`config.mk`:
```
export PLATFORM = sky130hd
export DESIGN_NAME = multichannel_quadrature_decoder_unit_flat
export DESIGN_NICKNAME = d
export VERILOG_FILES = /design/src/design/mqd_pkg.sv /design/src/design/mqd_stream_if.sv /design/src/design/mqd_state.sv /design/src/design/mqd_step.sv /design/src/design/multichannel_quadrature_decoder_unit.sv /design/src/flat_wrapper.sv
export SDC_FILE = /design/constraint.sdc
export NUM_CORES = 1
export LEC_CHECK = 0
export BUFFER_PORTS_ARGS = -buffer_cell sky130_fd_sc_hd__buf_2
export CAP_MARGIN = 20
export CORE_ASPECT_RATIO = 0.8
export CORE_UTILIZATION = 40
export CTS_CLUSTER_DIAMETER = 120
export DETAILED_ROUTE_END_ITERATION = 10
export GPL_TIMING_DRIVEN = 1
export PLACE_DENSITY = 0.65
export REMOVE_ABC_BUFFERS = 1
export SLEW_MARGIN = 20
export SYNTH_ARGS = -nofsm -noshare
export SYNTH_HDL_FRONTEND = slang
export SYNTH_SLANG_ARGS = --single-unit
```
`constraint.sdc`:
```
create_clock -name clk -period 16.5 [get_ports clk]
set_clock_uncertainty 0.15 [all_clocks]
set_input_delay 0.825 -clock clk [delete_from_list [all_inputs] [get_ports clk]]
set_output_delay 0.825 -clock clk [all_outputs]
set_load 0.005 [all_outputs]
```
`src/design/mqd_pkg.sv`:
```
`default_nettype none
// ----------------------------------------------------------------------------
// mqd_pkg
// Shared types, widths and the phase transition table used by the
// multichannel quadrature decoder.
// ----------------------------------------------------------------------------
package mqd_pkg;

  localparam int CHANNELS = 16;
  localparam int CH_W     = 4;
  localparam int IDX_W    = (CHANNELS > 1) ? $clog2(CHANNELS) : 1;
  localparam int PULSE_W  = 4;
  localparam int COUNT_W  = 8;
  localparam int DELTA_W  = 3;

  typedef logic [1:0]                 phase_t;
  typedef logic signed [COUNT_W-1:0]  count_t;
  typedef logic signed [DELTA_W-1:0]  delta_t;
  typedef logic [CH_W-1:0]            chan_t;
  typedef logic [PULSE_W-1:0]         pulses_t;
  typedef logic [IDX_W-1:0]           idx_t;

  // Per-channel decoder state.
  typedef struct packed {
    phase_t phase;
    count_t count;
  } mqd_state_t;

  // One accepted sample as held in the input register.
  typedef struct packed {
    chan_t   channel;
    logic    phase_a;
    logic    phase_b;
    pulses_t pulses;
  } mqd_sample_t;

  // Count change indexed by {old pair, new pair}. Opposite corners count two.
  localparam delta_t DELTA_TABLE [16] = '{
     3'sd0,  3'sd1, -3'sd1,  3'sd2,
    -3'sd1,  3'sd0, -3'sd2,  3'sd1,
     3'sd1, -3'sd2,  3'sd0, -3'sd1,
     3'sd2, -3'sd1,  3'sd1,  3'sd0
  };

endpackage
`default_nettype wire

```
`src/design/mqd_stream_if.sv`:
```
`default_nettype none
// ----------------------------------------------------------------------------
// mqd_sample_if / mqd_result_if
// Valid/ready channels carrying encoder samples in and step results out.
// ----------------------------------------------------------------------------
interface mqd_sample_if;
  logic       valid;
  logic       ready;
  logic [3:0] channel;
  logic       phase_a;
  logic       phase_b;
  logic [3:0] pulses_per_detent;

  modport source (output valid, channel, phase_a, phase_b, pulses_per_detent,
                  input ready);
  modport sink   (input valid, channel, phase_a, phase_b, pulses_per_detent,
                  output ready);
endinterface

interface mqd_result_if;
  logic       valid;
  logic       ready;
  logic [3:0] channel_out;
  logic       step_up;
  logic       step_down;

  modport source (output valid, channel_out, step_up, step_down, input ready);
  modport sink   (input valid, channel_out, step_up, step_down, output ready);
endinterface
`default_nettype wire

```
`src/design/mqd_state.sv`:
```
`default_nettype none
// ----------------------------------------------------------------------------
// mqd_state
// Per-channel phase and position storage, one read and one write port.
// ----------------------------------------------------------------------------
module mqd_state import mqd_pkg::*; (
  input  wire logic       clk,
  input  wire logic       rst,
  input  wire idx_t       rd_idx,
  output mqd_state_t      rd_data,
  input  wire logic       wr_en,
  input  wire idx_t       wr_idx,
  input  wire mqd_state_t wr_data
);

  mqd_state_t store [CHANNELS];

  always_ff @(posedge clk) begin
    if (rst) begin
      for (int i = 0; i < CHANNELS; i++) begin
        store[i] <= '0;
      end
    end else if (wr_en) begin
      store[wr_idx] <= wr_data;
    end
  end

  assign rd_data = store[rd_idx];

endmodule
`default_nettype wire

```
`src/design/mqd_step.sv`:
```
`default_nettype none
// ----------------------------------------------------------------------------
// mqd_step
// Applies one phase transition to a channel's count and detects detent steps.
// ----------------------------------------------------------------------------
module mqd_step import mqd_pkg::*; (
  input  wire mqd_state_t cur,
  input  wire phase_t     now,
  input  wire pulses_t    pulses,
  output mqd_state_t      nxt,
  output logic            up,
  output logic            down
);

  delta_t                    delta;
  count_t                    pulses_ext;
  count_t                    sum;
  count_t                    after_up;
  logic signed [COUNT_W:0]   pulses_w;

  always_comb begin
    delta      = DELTA_TABLE[{cur.phase, now}];
    pulses_ext = count_t'({{(COUNT_W-PULSE_W){1'b0}}, pulses});
    pulses_w   = (COUNT_W+1)'(pulses_ext);
    sum        = cur.count + COUNT_W'(delta);

    // Compare one bit wider so that negating the threshold cannot wrap.
    up       = ((COUNT_W+1)'(sum) >= pulses_w);
    after_up = up ? (sum - pulses_ext) : sum;

    down      = ((COUNT_W+1)'(after_up) <= -pulses_w);
    nxt.count = down ? (after_up + pulses_ext) : after_up;
    nxt.phase = now;
  end

endmodule
`default_nettype wire

```
`src/design/multichannel_quadrature_decoder_unit.sv`:
```
`default_nettype none
// ----------------------------------------------------------------------------
// multichannel_quadrature_decoder_unit
// Quadrature decoder for many encoders with per-channel detent counting.
// ----------------------------------------------------------------------------
// Usage:
//   samples carries one encoder sample per transfer: channel number, the two
//   phase levels and the pulses per detent for that channel. results returns
//   exactly one item per sample, in order: the channel and the step_up and
//   step_down flags for that sample.
//   A sample transfer loads the input register, where the channel state is
//   read, updated and written back while the result register loads.
//   Throughput is one sample per cycle while results is not stalled,
//   including back-to-back samples of the same channel, since each update
//   is written before the next sample reads the state.
//   A synchronous reset clears both pipeline stages and sets every channel's
//   phase pair and position count to zero.
//   When results is stalled, the held result stays put and one more sample
//   can still be taken into the input register; samples.ready drops only
//   when both stages are full.
// ----------------------------------------------------------------------------
module multichannel_quadrature_decoder_unit import mqd_pkg::*; (
  input  wire logic    clk,
  input  wire logic    rst,
  mqd_sample_if.sink   samples,
  mqd_result_if.source results
);

  logic        s1_valid;
  mqd_sample_t s1;
  logic        res_valid;
  chan_t       res_channel;
  logic        res_up;
  logic        res_down;

  logic        advance;
  logic        take;
  logic        ch_ok;
  idx_t        idx;
  mqd_state_t  cur_state;
  mqd_state_t  nxt_state;
  logic        up;
  logic        down;

  assign advance       = s1_valid && (!res_valid || results.ready);
  assign samples.ready = !s1_valid || advance;
  assign take          = samples.valid && samples.ready;

  always_ff @(posedge clk) begin
    if (rst) begin
      s1_valid <= 1'b0;
    end else if (take) begin
      s1_valid <= 1'b1;
    end else if (advance) begin
      s1_valid <= 1'b0;
    end
  end

  always_ff @(posedge clk) begin
    if (take) begin
      s1.channel <= samples.channel;
      s1.phase_a <= samples.phase_a;
      s1.phase_b <= samples.phase_b;
      s1.pulses  <= samples.pulses_per_detent;
    end
  end

  assign ch_ok = (int'(s1.channel) < CHANNELS);
  assign idx   = IDX_W'(s1.channel);

  mqd_state u_state (
    .clk     (clk),
    .rst     (rst),
    .rd_idx  (idx),
    .rd_data (cur_state),
    .wr_en   (advance && ch_ok),
    .wr_idx  (idx),
    .wr_data (nxt_state)
  );

  mqd_step u_step (
    .cur    (cur_state),
    .now    ({s1.phase_b, s1.phase_a}),
    .pulses (s1.pulses),
    .nxt    (nxt_state),
    .up     (up),
    .down   (down)
  );

  always_ff @(posedge clk) begin
    if (rst) begin
      res_valid <= 1'b0;
    end else if (advance) begin
      res_valid <= 1'b1;
    end else if (results.ready) begin
      res_valid <= 1'b0;
    end
  end

  always_ff @(posedge clk) begin
    if (advance) begin
      res_channel <= s1.channel;
      res_up      <= up && ch_ok;
      res_down    <= down && ch_ok;
    end
  end

  assign results.valid       = res_valid;
  assign results.channel_out = res_channel;
  assign results.step_up     = res_up;
  assign results.step_down   = res_down;

  // With a nonzero threshold, a count reduced after an upward step can never
  // also reach the downward threshold.
  a_no_double_step: assert property (@(posedge clk) disable iff (rst)
    (s1_valid && s1.pulses != '0) |-> !(up && down))
    else $error("both step flags set with a nonzero threshold");

  // An empty input register must always be able to take a sample.
  a_ready_when_empty: assert property (@(posedge clk) disable iff (rst)
    !s1_valid |-> samples.ready)
    else $error("sample channel stalled with an empty input register");

  // A result appears only for a sample that moved out of the input register.
  a_result_source: assert property (@(posedge clk) disable iff (rst)
    $rose(res_valid) |-> $past(s1_valid))
    else $error("result produced without a pending sample");

endmodule
`default_nettype wire

```
`src/flat_wrapper.sv`:
```
// flat-port wrapper written by rule: the top's interface ports become plain ports
module multichannel_quadrature_decoder_unit_flat import mqd_pkg::*;
  (clk, rst, samples_valid, samples_channel, samples_phase_a, samples_phase_b, samples_pulses_per_detent, samples_ready, results_valid, results_channel_out, results_step_up, results_step_down, results_ready);
  mqd_sample_if samples_i ();
  mqd_result_if results_i ();
  input  wire logic clk;
  input  wire logic rst;
  input wire logic [$bits(samples_i.valid)-1:0] samples_valid;
  input wire logic [$bits(samples_i.channel)-1:0] samples_channel;
  input wire logic [$bits(samples_i.phase_a)-1:0] samples_phase_a;
  input wire logic [$bits(samples_i.phase_b)-1:0] samples_phase_b;
  input wire logic [$bits(samples_i.pulses_per_detent)-1:0] samples_pulses_per_detent;
  output wire logic [$bits(samples_i.ready)-1:0] samples_ready;
  output wire logic [$bits(results_i.valid)-1:0] results_valid;
  output wire logic [$bits(results_i.channel_out)-1:0] results_channel_out;
  output wire logic [$bits(results_i.step_up)-1:0] results_step_up;
  output wire logic [$bits(results_i.step_down)-1:0] results_step_down;
  input wire logic [$bits(results_i.ready)-1:0] results_ready;
  assign samples_i.valid = samples_valid;
  assign samples_i.channel = samples_channel;
  assign samples_i.phase_a = samples_phase_a;
  assign samples_i.phase_b = samples_phase_b;
  assign samples_i.pulses_per_detent = samples_pulses_per_detent;
  assign samples_ready = samples_i.ready;
  assign results_valid = results_i.valid;
  assign results_channel_out = results_i.channel_out;
  assign results_step_up = results_i.step_up;
  assign results_step_down = results_i.step_down;
  assign results_i.ready = results_ready;
  multichannel_quadrature_decoder_unit u_core (.clk(clk), .rst(rst), .samples(samples_i), .results(results_i));
endmodule
```
==> summary.md <==
| Metric | Value |
|---|---|
| Status | `finished clean` |
| Layout cells sized above 1 | `between 20% and 30%` |
| DR vias/cell | `5.53` |
| Wirelength, routed | `21.3 mm` |
| Final count of hold timing violations | `0` |
| Initial core utilization | `41.4%` |
| # setup viols final | `0` |
| First-pass GRT wire length | `32.0 mm` |
| Final core occ | `45.6%` |
| Post-layout instance area | `about 0.01 mm²` |
| Die Span X | `170 µm` |
| # hold bufs at CTS | `0` |
| Reg-to-reg endpoint | `u_core.u_state.store[0][6]$_SDFFCE_PN0P_` |
| Worst endpoint data arrival time | `8.66 ns` |
| ANT cells | `0` |
| Synth Area in XOR/XNOR | `2.54%` |
| CTS max path bufs | `2` |
| Post-Syn Area | `0.00906 mm²` |
| Crit Path Max Fanout | `16` |
| Synth Area in Adders | `~4.7%` |
| Most common cell after layout, fill and taps aside | `edfxtp_1` |
| Fmax | `approximately 120 MHz` |
| Maxcap violations | `0` |
| DR iter-0 viols | `580` |
| Critical path startpoint category | `register` |
| IO Port Bufs | `21` |
| Slew HR | `32.9%` |
| Post-Synthesis Cells | `658` |
| Leakage | `between 3 and 4 nW` |
| Post-Place Setup Slack | `7.86 ns` |
| Placed Cells | `943` |
| Vias in the first global route | `about 5300` |
| Post-cts sizing count | `0` |
| Fin crit period | `8.66 ns` |
| Setup bufs post-CTS | `0` |
| CTS Buf Count | `17` |
| All-Layer GR Usage | `19.3%` |
| Cell depth of the worst flop-to-flop path | `26` |
| Power per Cell Area | `roughly 180 mW/mm²` |
| Crit Path Category | `register to register` |
| Core Rows | `48` |
| Synth Area per Inst | `about 14 µm²` |
| Nets | `708` |
| Worst vdd ir | `0.161 mV` |
| Type of the most critical hold path | `register to register` |
| GPL Wtd Cong | `0.851` |
| DIE AREA | `roughly 0.023 mm²` |
| Largest net degree at the start of global routing | `38` |
| Routed via count | `5393` |
| Router iterations before antenna repair | `5` |
| Unrepaired setup endpoints after global routing | `no` |
| Commonest non-fill, non-tap cells in the layout | `edfxtp_1 (176), nor2_1 (165), mux4_2 (45)` |
| Worst hold start | `u_core.s1_valid$_SDFFE_PP0P_` |
| TNS Setup | `0 ns` |
| Num ports | `22` |
| Initial antenna violation count | `0` |
| Fillers | `approximately 1900` |
| DRC | `0` |
| Final HPWL DP | `14.5 mm` |
| CTS sink cnt | `182` |
| Period utilisation layout | `52.5%` |
| Multiplexer share of the synthesized area | `14.5%` |
| Hold Crit Depth | `2` |
| Die span in y | `approximately 140 µm` |
| Dpl cell area | `around 0.0094 mm²` |
| Area grow syn2layout | `10.2%` |
| Register area share after synthesis | `59.6%` |
| Main combinational cell family by area after synthesis | `multiplexers` |
| Avg WL per Cell | `21.9 µm` |
| Floorplan core area | `0.0219 mm²` |
| Worst Hold Margin | `0.374 ns` |
| Element type at the critical path end | `register` |
| Setup WS post-layout | `7.84 ns` |
| Worst Tran Pin Value | `1.01 ns` |
| Post-Layout Cell Count | `975` |
| Simple-gate share of the synthesized area | `12.4%` |
| Final Max Tran Viols | `0` |
| Reg clk slew, reported paths | `0.07 ns` |
| CTS tree | `built` |
| Skew-Pair Late Insertion Delay | `approximately 0.44 ns` |
| Compound-gate portion of the synthesized area | `3.30%` |
| Post-route ant nets | `0` |
| GRT overflow | `0` |
| Synth warn | `0` |
| Req. time, crit path | `16.50 ns` |
| Total Power | `1.80 mW` |
| Clock root cell | `clkbuf_16` |
| Synthesized flop and latch total | `about 180` |
| Setup crit end | `u_core.u_state.store[0][6]$_SDFFCE_PN0P_` |
| H-Tree Level Count | `4` |
| R2R setup slack | `7.84 ns` |
| Distinct cell type count after synthesis | `56` |
-- worst min-delay path by stage --
stage	slack, ns	endpoint
finish	0.37	u_core.results.valid$_SDFFE_PP0P_
global route	0.39	u_core.results.valid$_SDFFE_PP0P_
CTS	0.37	u_core.results.valid$_SDFFE_PP0P_
detailed placement	0.36	u_core.results.valid$_SDFFE_PP0P_
global placement	0.35	u_core.results.valid$_SDFFE_PP0P_
floorplan	0.34	u_core.results.valid$_SDFFE_PP0P_
-- critical path: stages (launching register included) --
cell and delay [ns]:
dfxtp_1 0.92, mux4_1 0.65, mux2i_1 0.18, mux2i_2 0.16
xnor2_1 0.18, xnor2_1 0.15, ha_1 0.24, fa_1 0.41
xor2_1 0.19, ha_1 0.37, a21o_1 0.20, a21oi_1 0.21
and3_1 0.25, nor3b_1 0.51, nor2_2 0.16, mux2i_1 0.55
ha_1 0.35, nor2b_1 0.13, o21a_1 0.16, o21a_1 0.16
o21a_1 0.16, o21a_1 0.16, o21a_1 0.32, nor2_1 0.37
o21ai_1 0.19, xor2_2 0.75, nor2_1 0.10
-- power by group --
part           total [mW]  switching, mW  internal (mW)
clock network       0.404          0.190          0.214
registers           0.543         0.0116          0.532
logic               0.855          0.591          0.264
-- cell families after synthesis --
family / Yosys count
xor+xnor: 19
fa+ha+maj: 32
simple gates: 254
flops: 182
compound gates: 44
buf+inv: 61
mux: 66
-- cell usage after synthesis (all sizes together) --
master,number,area (µm²)
a21oi,12,63.8
or3,1,6.26
nor4,3,18.8
nand4b,1,8.76
o32a,1,10.0
nor3b,1,7.51
nand2b,19,119
nand4,2,12.5
mux4,48,1090
nor2b,6,37.5
clkinv,2,7.51
nor2,176,688
clkbuf,24,90.1
nand3b,1,7.51
a21o,6,45.0
xnor3,1,23.8
a211oi,2,15.0
ha,29,363
nand2,24,90.1
nand3,5,25.0
o21bai,2,15.0
or4b,1,10.0
mux2i,8,109
o221ai,1,15.0
edfxtp,176,5290
dfxtp,6,120
o211a,2,20.0
o211ai,1,7.51
or2,4,27.5
and3,3,18.8
o21ai,9,45.0
fa,3,60.1
inv,18,67.6
a221oi,1,8.76
mux2,10,116
nor3,7,46.3
buf,17,101
o2bb2ai,1,8.76
xnor2,10,106
xor2,8,100
o21a,6,45.0
-- flip-flops by register name (all words and copies together) (netlist names), named ones only --
signal / cells
u_core.idx: 4
u_core.results.channel_out: 4
u_core.results.step_down: 1
u_core.results.step_up: 1
u_core.results.valid: 1
u_core.s1: 6
u_core.s1_valid: 1
u_core.u_state.store: 160
-- routing by layer --
layer / up-vias / share of wire, % / global-route usage (%) / routed length [µm]
met2: 198 / 47 / 29.9 / 9950
met5: - / 0 / 0 / 0
met4: 0 / 1.8 / 5.36 / 379
met3: 20 / 7.1 / 4.37 / 1510
li1: 2405 / - / - / -
met1: 2770 / 44 / 27.4 / 9470
-- area by class of cell --
type / count / area (µm²) / area share [%]
tap: 300 / 375 / 3.76
inverter: 20 / 75.1 / 0.752
clock buffer: 17 / 425 / 4.26
multi-input combinational: 415 / 3400 / 34.1
timing repair buffer: 26 / 143 / 1.43
clock inverter: 15 / 160 / 1.60
sequential: 182 / 5410 / 54.1
No activity file was read; power rests on OpenSTA's default activity.
